<file path="config.mk">
export PLATFORM = sky130hd
export DESIGN_NAME = self_organizing_list_unit
export DESIGN_NICKNAME = d
export VERILOG_FILES = /design/src/rtl/sol_pkg.sv /design/src/rtl/sol_cmp.sv /design/src/rtl/sol_store.sv /design/src/rtl/self_organizing_list_unit.sv
export SDC_FILE = /design/constraint.sdc
export NUM_CORES = 1
export LEC_CHECK = 0
export BUFFER_PORTS_ARGS = -buffer_cell sky130_fd_sc_hd__buf_2
export CAP_MARGIN = 20
export CELL_PAD_IN_SITES_DETAIL_PLACEMENT = 0
export CELL_PAD_IN_SITES_GLOBAL_PLACEMENT = 2
export CORE_ASPECT_RATIO = 0.7
export CORE_UTILIZATION = 30
export CTS_CLUSTER_SIZE = 16
export DETAILED_ROUTE_END_ITERATION = 16
export PLACE_DENSITY_LB_ADDON = 0.1
export REMOVE_ABC_BUFFERS = 1
export SLEW_MARGIN = 25
export SYNTH_ARGS = -nofsm -noshare
export SYNTH_HDL_FRONTEND = slang
export SYNTH_SLANG_ARGS = --single-unit
</file>
<file path="constraint.sdc">
create_clock -name clk -period 4.7 [get_ports clk]
set_clock_uncertainty 0.1 [all_clocks]
set_input_delay 0 -clock clk [delete_from_list [all_inputs] [get_ports clk]]
set_output_delay 0 -clock clk [all_outputs]
set_load 0.1 [all_outputs]
</file>
<file path="src/rtl/sol_pkg.sv">
// Shared types and constants for the self-organizing list unit.
// Used by every module of the block; depends on nothing else.
package sol_pkg;

	localparam int DEPTH = 16;
	localparam int VAL_W = 16;
	localparam int IDX_W = $clog2(DEPTH);
	localparam int CNT_W = $clog2(DEPTH + 1);

	// Operation codes.
	localparam logic [1:0] FUNC_INSERT    = 2'd0;
	localparam logic [1:0] FUNC_FRONT     = 2'd1;
	localparam logic [1:0] FUNC_TRANSPOSE = 2'd2;
	localparam logic [1:0] FUNC_VIEW      = 2'd3;

	// Status codes.
	localparam logic [2:0] ST_OK       = 3'd0;
	localparam logic [2:0] ST_NOTFOUND = 3'd1;
	localparam logic [2:0] ST_FRONT    = 3'd2;
	localparam logic [2:0] ST_DUP      = 3'd3;
	localparam logic [2:0] ST_FULL     = 3'd4;

	typedef struct packed {
		logic [1:0]              func;
		logic signed [VAL_W-1:0] value;
	} sol_in_t;

	typedef struct packed {
		logic [2:0]              status;
		logic [3:0]              position;
		logic signed [VAL_W-1:0] entry_value;
		logic                    list_empty;
		logic                    last;
	} sol_out_t;

	// Result of the shared comparator.
	typedef struct packed {
		logic eq;
		logic lt;
	} sol_cmp_t;

endpackage

</file>
<file path="src/rtl/sol_cmp.sv">
// Shared signed comparator used on every search step.
// Depends on sol_pkg for widths and the result struct.
module sol_cmp
	import sol_pkg::*;
(
	input  logic signed [VAL_W-1:0] a,
	input  logic signed [VAL_W-1:0] b,
	output sol_cmp_t                res
);

	// Equality and signed less-than of the search key against one entry.
	always_comb begin
		res.eq = (a == b);
		res.lt = (a < b);
	end

endmodule

</file>
<file path="src/rtl/sol_store.sv">
// List storage: one write port and one read port over DEPTH entries.
// Depends on sol_pkg for depth and widths.
module sol_store
	import sol_pkg::*;
(
	input  logic                    clk,
	input  logic                    we,
	input  logic [IDX_W-1:0]        waddr,
	input  logic signed [VAL_W-1:0] wdata,
	input  logic [IDX_W-1:0]        raddr,
	output logic signed [VAL_W-1:0] rdata
);

	logic signed [VAL_W-1:0] mem_q [DEPTH];

	// Entries hold no reset value; only entries below the fill count are read.
	always_ff @(posedge clk) begin
		if (we) begin
			mem_q[waddr] <= wdata;
		end
	end

	// Single read port.
	assign rdata = mem_q[raddr];

endmodule

</file>
<file path="src/rtl/self_organizing_list_unit.sv">
// Top level of the self-organizing list unit: sequencer, comparator and list store.
// Depends on sol_pkg, sol_cmp and sol_store.
//
// A command is taken when start is high and busy is low; busy then stays high
// until the whole list has been streamed out. A command first searches the
// entries held before it with the single comparator, which looks at one entry
// per cycle, and then decides. When the list changes, entries are shifted up
// through the one read and one write port of the list store, and then the new
// or moved entry is written. Last comes one result per entry held after the
// command, or one result for an empty list. Results appear on rsp with strobe
// high for exactly one cycle each, on consecutive cycles, position 0 first; the
// receiver cannot stall them, and the last one is marked by rsp.last and
// coincides with busy falling.
module self_organizing_list_unit
	import sol_pkg::*;
(
	input  logic     clk,
	input  logic     arst_n,
	input  logic     start,
	output logic     busy,
	input  sol_in_t  req,
	output logic     strobe,
	output sol_out_t rsp
);

	typedef enum logic [2:0] {
		S_IDLE,
		S_SEARCH,
		S_DECIDE,
		S_SHIFT,
		S_WRITE,
		S_EMIT
	} state_t;

	state_t                  state_q;
	logic [1:0]              func_q;
	logic signed [VAL_W-1:0] value_q;
	logic [CNT_W-1:0]        count_q;
	logic [CNT_W-1:0]        idx_q;
	logic                    found_q;
	logic [IDX_W-1:0]        fpos_q;
	logic                    ipos_set_q;
	logic [CNT_W-1:0]        ipos_q;
	logic [IDX_W-1:0]        hi_q;
	logic [IDX_W-1:0]        lo_q;
	logic [2:0]              status_q;
	logic                    strobe_q;
	sol_out_t                rsp_q;

	logic                    we;
	logic [IDX_W-1:0]        waddr;
	logic signed [VAL_W-1:0] wdata;
	logic [IDX_W-1:0]        raddr;
	logic signed [VAL_W-1:0] rdata;
	sol_cmp_t                cmp;

	sol_store u_store (
		.clk   (clk),
		.we    (we),
		.waddr (waddr),
		.wdata (wdata),
		.raddr (raddr),
		.rdata (rdata)
	);

	sol_cmp u_cmp (
		.a   (value_q),
		.b   (rdata),
		.res (cmp)
	);

	// Store port steering per sequencer state.
	always_comb begin
		we    = 1'b0;
		waddr = hi_q;
		wdata = rdata;
		raddr = idx_q[IDX_W-1:0];
		case (state_q)
			S_SHIFT: begin
				raddr = IDX_W'(hi_q - 1'b1);
				we    = (hi_q != lo_q);
			end
			S_WRITE: begin
				we    = 1'b1;
				waddr = lo_q;
				wdata = value_q;
			end
			default: begin
				we = 1'b0;
			end
		endcase
	end

	// Sequencer with registered result outputs.
	always_ff @(posedge clk or negedge arst_n) begin
		if (!arst_n) begin
			state_q    <= S_IDLE;
			count_q    <= '0;
			idx_q      <= '0;
			found_q    <= 1'b0;
			ipos_set_q <= 1'b0;
			strobe_q   <= 1'b0;
			func_q     <= FUNC_VIEW;
			status_q   <= ST_OK;
		end else begin
			strobe_q <= 1'b0;
			case (state_q)
				S_IDLE: begin
					if (start) begin
						func_q     <= req.func;
						value_q    <= req.value;
						idx_q      <= '0;
						found_q    <= 1'b0;
						ipos_set_q <= 1'b0;
						ipos_q     <= count_q;
						state_q    <= S_SEARCH;
					end
				end
				S_SEARCH: begin
					if (idx_q == count_q) begin
						state_q <= S_DECIDE;
					end else begin
						// First match and first entry not below the key.
						if (cmp.eq && !found_q) begin
							found_q <= 1'b1;
							fpos_q  <= idx_q[IDX_W-1:0];
						end
						if ((cmp.eq || cmp.lt) && !ipos_set_q) begin
							ipos_set_q <= 1'b1;
							ipos_q     <= idx_q;
						end
						idx_q <= CNT_W'(idx_q + 1'b1);
					end
				end
				S_DECIDE: begin
					idx_q    <= '0;
					status_q <= ST_OK;
					state_q  <= S_EMIT;
					case (func_q)
						FUNC_INSERT: begin
							if (found_q) begin
								status_q <= ST_DUP;
							end else if (count_q == CNT_W'(DEPTH)) begin
								status_q <= ST_FULL;
							end else begin
								hi_q    <= count_q[IDX_W-1:0];
								lo_q    <= ipos_q[IDX_W-1:0];
								state_q <= S_SHIFT;
							end
						end
						FUNC_FRONT: begin
							if (!found_q) begin
								status_q <= ST_NOTFOUND;
							end else begin
								hi_q    <= fpos_q;
								lo_q    <= '0;
								state_q <= S_SHIFT;
							end
						end
						FUNC_TRANSPOSE: begin
							if (!found_q) begin
								status_q <= ST_NOTFOUND;
							end else if (fpos_q == '0) begin
								status_q <= ST_FRONT;
							end else begin
								hi_q    <= fpos_q;
								lo_q    <= IDX_W'(fpos_q - 1'b1);
								state_q <= S_SHIFT;
							end
						end
						default: begin
							status_q <= ST_OK;
						end
					endcase
				end
				S_SHIFT: begin
					// Move one entry up per cycle until the target slot is open.
					if (hi_q == lo_q) begin
						state_q <= S_WRITE;
					end else begin
						hi_q <= IDX_W'(hi_q - 1'b1);
					end
				end
				S_WRITE: begin
					if (func_q == FUNC_INSERT) begin
						count_q <= CNT_W'(count_q + 1'b1);
					end
					idx_q   <= '0;
					state_q <= S_EMIT;
				end
				S_EMIT: begin
					strobe_q        <= 1'b1;
					rsp_q.status    <= status_q;
					rsp_q.position  <= 4'(idx_q);
					if (count_q == '0) begin
						rsp_q.entry_value <= '0;
						rsp_q.list_empty  <= 1'b1;
						rsp_q.last        <= 1'b1;
						state_q           <= S_IDLE;
					end else begin
						rsp_q.entry_value <= rdata;
						rsp_q.list_empty  <= 1'b0;
						rsp_q.last        <= (CNT_W'(idx_q + 1'b1) == count_q);
						if (CNT_W'(idx_q + 1'b1) == count_q) begin
							state_q <= S_IDLE;
						end
						idx_q <= CNT_W'(idx_q + 1'b1);
					end
				end
				default: begin
					state_q <= S_IDLE;
				end
			endcase
		end
	end

	assign busy   = (state_q != S_IDLE);
	assign strobe = strobe_q;
	assign rsp    = rsp_q;

endmodule

</file>
After elaboration in Yosys (flattened, before gate mapping)

Memories as Yosys holds them, arrays and structs flattened.
Cells that the tools add are included.

Add/subtract/negate cells: 4
Magnitude comparators: 1
Eq/ne operators: 33
Muxes and demuxes: 55
Bitwise gates (word level): 1
Reductions and logical operators: 27

Operator list:

| cell                  | count |
|---|---|
| $mux W4               | 16 |
| $mux W3               | 12 |
| $ne A2 B2 Y1 const B  | 13 |
| $pmux W4 S3           | 2 |
| $pmux W5 S4           | 1 |
| $reduce_and A4 Y1     | 5 |
| $ne A3 B3 Y1 const B  | 6 |
| $pmux W3 S3           | 2 |
| $pmux W3 S6           | 1 |
| $eq A16 B16 Y1        | 1 |
| $lt A16 B16 Y1        | 1 |
| $mux W16              | 1 |
| $pmux W4 S2           | 2 |
| $mux W5               | 3 |
| $add A5 B1 Y5 const B | 2 |
| $eq A5 B5 Y1          | 2 |
| $mux W1               | 9 |
| $reduce_and A9 Y1     | 1 |
| $reduce_and A8 Y1     | 1 |
| $sub A4 B1 Y4 const B | 2 |
| $eq A3 B2 Y1 const B  | 2 |
| $eq A3 B3 Y1 const B  | 2 |
| $mux W2               | 3 |
| $pmux W1 S2           | 3 |
| other kinds (22)      | 28 |

Register bits: 78
RAM bits: 256
Logic and storage cells: 140
Memories kept: 1

Memory list:

| memory        | words | width | rd ports | clocked after Yosys merged registers in | write ports | line            | source |
|---|---|---|---|---|---|---|---|
| u_store.mem_q | 16    | 16    | 1        | 0                                       | 1           | sol_store.sv:14 | `logic signed [VAL_W-1:0] mem_q [DEPTH];` |

Depth between registers and ports, before layout

An unclocked memory read counts as a cell.

Depth in word-level cells: 9
Mapped depth: 18

By module

A second synthesis with hierarchy kept.

Cells, all modules: 793
Area, all modules: 13962.1 um^2

By module, submodules not included:

| module                    | times used | cells each | area an instance (um^2) |
|---|---|---|---|
| sol_store                 | 1          | 416        | 9723.1 |
| self_organizing_list_unit | 1          | 317        | 3818.7 |
| sol_cmp                   | 1          | 60         | 420.4 |

Worst setup path after synthesis

No wires, ideal clock.

Kind: reg-to-reg
Start: register hi_q[0]
End: register ipos_q[0] (enable)
Arrival time: 3.533 ns
Data required time: 4.290 ns
Path slack: 0.757 ns
Stages on the path, launching flop included: 18
Buffers on the path: 3
Clock period less this slack: 3.943 ns
Path through: edfxtp_1 -> inv_1 -> ha_1 -> nand4b_1 -> o21ai_0 -> buf_2 -> buf_6 -> clkbuf_1 -> a211oi_1 -> or3_4 -> ha_1 -> nor2b_1 -> o211ai_1 -> a2111oi_0 -> a211oi_1 -> o21ai_0 -> o221ai_1 -> a41o_1

Longest elaborated chain between the ends: 8

RTL lines:

| item                                                    | line                             | source |
|---|---|---|
| from (decl)                                             | self_organizing_list_unit.sv:44  | `logic [IDX_W-1:0] hi_q;` |
| from (signal assigned)                                  | self_organizing_list_unit.sv:146 | `hi_q <= count_q[IDX_W-1:0];` |
| from (signal assigned)                                  | self_organizing_list_unit.sv:155 | `hi_q <= fpos_q;` |
| from (signal assigned)                                  | self_organizing_list_unit.sv:166 | `hi_q <= fpos_q;` |
| $sub A4 B1 Y4 *                                         | self_organizing_list_unit.sv:80  | `raddr = IDX_W'(hi_q - 1'b1);` |
| $mux W4 *                                               | self_organizing_list_unit.sv:78  | `case (state_q)` |
| $mem_v2 Z16 W16 *                                       | n/a                              |  |
| $lt A16 B16 Y1 / $eq A16 B16 Y1 (equally long branches) | sol_cmp.sv:14, sol_cmp.sv:13     |  |
| $logic_or A1 B1 Y1 *                                    | self_organizing_list_unit.sv:128 | `if ((cmp.eq \|\| cmp.lt) && !ipos_set_q) begin` |
| $logic_and A1 B1 Y1 *                                   | self_organizing_list_unit.sv:128 |  |
| $ne A2 B2 Y1 (no line) *                                | n/a                              |  |
| $reduce_and A5 Y1 (no line) *                           | n/a                              |  |
| to (signal assigned)                                    | self_organizing_list_unit.sv:115 | `ipos_q <= count_q;` |
| to (signal assigned)                                    | self_organizing_list_unit.sv:130 | `ipos_q <= idx_q;` |
| to (decl)                                               | self_organizing_list_unit.sv:43  | `logic [CNT_W-1:0] ipos_q;` |

Every way passes the cells marked *; elsewhere a longest branch is shown, timed or not.
A chain may end at the register's enable or synchronous reset.

Final worst setup path

Start: register hi_q[1]
End: register ipos_q[1] (enable)

Same word-level chain as after synthesis.

==> out/results.ini <==
[run_status]
outcome = finished, final reports clean

[critical_path]
startpoint = hi_q[1]
cp.arrival_ns = 4.61
path_delay_family = compound AO/OA/AOI/OAI gates
cp.depth = 15
r2r_cells = 15
r2r_start = hi_q[1]
worstPathCellList = inv_1 -> ha_1 -> nand4b_1 -> o21ai_4 -> buf_4 -> mux2i_1 -> o22ai_1 -> or3_4 -> ha_1 -> a21o_1 -> a21o_1 -> a21oi_1 -> o21ai_0 -> o221ai_2 -> a41o_1
crit_required_ns = 4.83
setup.worst_path.end_class = flop
startpoint_type = flop
path_buf_inv = 2
cpMaxStageDelayCell = edfxtp_1
max_stage_delay_ns = 0.45
crit_path_max_fanout = 9
worstSetupPathType = reg2reg

[clocking]
cts-root-buf = clkbuf_16
cts_num_sinks = 334
cts_made_buffers = 37
htreeDepth = 2
clk_pin_slew_ns = 0.06
cts_tree = done
clk_latency_ns = 0.53
cts_buffer_depth = 3

[sta]
drv_slew = 0
fmax_mhz = 223.1
hold_violations = 0
worst_slack_ns = 0.2172
finalCritPeriodShare_pct = 95.38
setup_viol = 0
relSlewSlack_pct = 37.65
period_needed_ns = 4.483
rsz0062_at_grt = no
tightest_slew_ns = 0.9353

[routing]
drtIter0Drc = 580
vias = 8257
postRouteWirelength_um = 41840
first_pass_iters = 4
drt-vias-per-instance = 4.817
postRouteAntennaNets = 0
wire_per_inst_um = 24.41
drc = 0

[power_and_ir_drop]
irDropWorstVdd_mv = 0.2820
power.density_nw_per_um2 = 759.1
p_leak_nw = 6.448

[placed_design]
dp_hpwl_um = 26210
pre_cts_slack_ns = -0.1384
gp_congestion = 0.7574
portBuffers = 47

[die]
start_util_pct = 30.81
coreArea_um2 = 46990
die_y_um = 185.8
dieArea_um2 = 49160
die_w_um = 264.6
rows = 66
ioPinCount = 48

[run]
drv_cap = 0

[global_routing]
grt_max_degree = 47
grt_use_total_pct = 17.27
first_global_vias = 8273
gr-total-overflow = 0
antenna_found_initial = 0
grt_pass1_wl_um = 60200

[cells_and_area]
syn2layout_area_growth_pct = 18.92
nNetsFinal = 1123
utilization_pct = 36.65
drive_above_1_share_pct = 22.34

[yosys]
syn_area_per_cell_um2 = 15.22
ys_seq_elements = 334
netlist_area_um2 = 14480
synth_edf_count = 313
ys.flop_type = edfxtp_1
synth.distinct_cells = 62
synthArstFlopShare_pct = 6.287
ys_seq_area_share_pct = 68.56
ys_warn_count = 0
syn_inst = 951

[hold_path]
min_path_type = in2async

==> layout by cell type, fill, tap and decap left out, types with 16 or more instances in the layout <==
cell type	count
dlygate4sd3_1	24
nand2_1	23
a21oi_1	16
edfxtp_1	313
o22ai_1	21
buf_4	53
nor2_1	77
nor2_2	16
mux2i_1	131
ha_1	26
buf_2	47
o21ai_0	17
dfrtp_1	19
a211oi_1	31
mux2_2	35
clkbuf_16	39
inv_1	22
==> routing by layer <==
metal | vias to the layer above | share of wire [%] | wire length, µm | GRT usage, %
met3 | 42 | 5.2 | 2168 | 3.109
met5 | - | 0 | 0 | 0
met4 | 0 | 1.5 | 607 | 3.419
met2 | 142 | 40 | 16550 | 23.91
li1 | 3897 | - | - | -
met1 | 4176 | 54 | 22510 | 27.53
==> cell families after synthesis <==
logic type      Yosys count  synth area share [%]
mux                     168                 11.92
fa+ha+maj                26                 2.247
compound gates          138                 6.481
buf+inv                  67                 2.532
simple gates            200                 7.173
flops                   334                 68.56
xor+xnor                 18                 1.089
==> registers in the layout, indices dropped and copies added (netlist names), 2 cells and up <==
name,cells
value_q,16
state_q,3
ipos_q,4
func_q,2
count_q,5
status_q,3
hi_q,4
fpos_q,4
u_store.mem_q,256
lo_q,4
rsp,25
idx_q,5
==> stage by stage <==
| step | setup TNS (ns) | std cells | hold slack [ns] | power, mW | area (µm²) |
|---|---|---|---|---|---|
| after floorplan | -1380.12 | 906 | -0.3956 | 8.286 | 14190 |
| after global placement | -0.8724 | 1622 | -0.03703 | 10.37 | 15770 |
| after detailed placement | -0.5801 | 1622 | -0.04126 | 10.34 | 15780 |
| after CTS | 0 | 1711 | 0.02113 | 13.16 | 17160 |
| after global routing | 0 | 1713 | 0.05475 | 13.83 | 17220 |
| final | 0 | 1714 | 0.04119 | 13.07 | 17220 |
==> final timing paths <==
path | slack (ns) | endpoint
min | 0.04 | func_q[1]
max in group asynchronous | 4.28 | status_q[2]
max | 0.22 | ipos_q[1]
min reg2reg | 0.34 | rsp[23]
min in group clk | 0.08 | value_q[14]
max reg2reg | 0.22 | ipos_q[1]
==> repair_timing <==
| action | 4_1_cts | 5_1_grt |
|---|---|---|
| endpoints found under the hold margin | 44 | 0 |
| pin swaps | 0 | 2 |
| setup endpoints to repair | 5 | 9 |
| buffers inserted | 0 | 2 |
| hold buffers | 25 | 0 |
| resized for setup | 2 | 6 |
==> final cells by class <==
type	count	area (µm²)
Timing Repair Buffer	131	1013
Inverter	22	82.58
Sequential cell	334	9927
Antenna cell	1	2.502
Clock buffer	49	1013
Tap cell	612	765.7
Clock inverter	15	91.34
Fill cell	4491	29770
Multi-Input combinational cell	550	4323
==> synthesized netlist by cell type, types with 8 or more instances <==
cell | n | area (µm²)
nand2_1 | 24 | 90.09
nor3_1 | 10 | 50.05
o21ai_0 | 18 | 90.09
clkbuf_1 | 15 | 56.30
buf_4 | 10 | 75.07
a21oi_1 | 20 | 100.1
ha_1 | 26 | 325.3
nor2_1 | 94 | 352.8
edfxtp_1 | 313 | 9399
mux2i_1 | 133 | 1331
inv_1 | 22 | 82.58
or3_4 | 10 | 112.6
nand2b_1 | 9 | 56.30
o22ai_1 | 21 | 131.4
a211oi_1 | 32 | 240.2
dfrtp_1 | 19 | 475.5
xnor2_1 | 11 | 96.34
buf_2 | 11 | 55.05
a21oi_2 | 8 | 70.07
mux2_2 | 35 | 394.1
==> report_power, final <==
part,switching [mW],internal [mW],total (mW)
registers,0.117,4.57,4.69
clock network,1.17,1.56,2.73
logic,3.68,1.97,5.65
==> worst register-to-register path: stages (launching register included) <==
cell and delay (ns):
edfxtp_1 0.45, inv_1 0.11, ha_1 0.30, nand4b_1 0.19, o21ai_4 0.20, buf_4 0.31, mux2i_1 0.28, o22ai_1 0.12
or3_4 0.44, ha_1 0.36, a21o_1 0.21, a21o_1 0.17, a21oi_1 0.31, o21ai_0 0.15, o221ai_2 0.20, a41o_1 0.29
No activity file was read; power rests on OpenSTA's default activity.
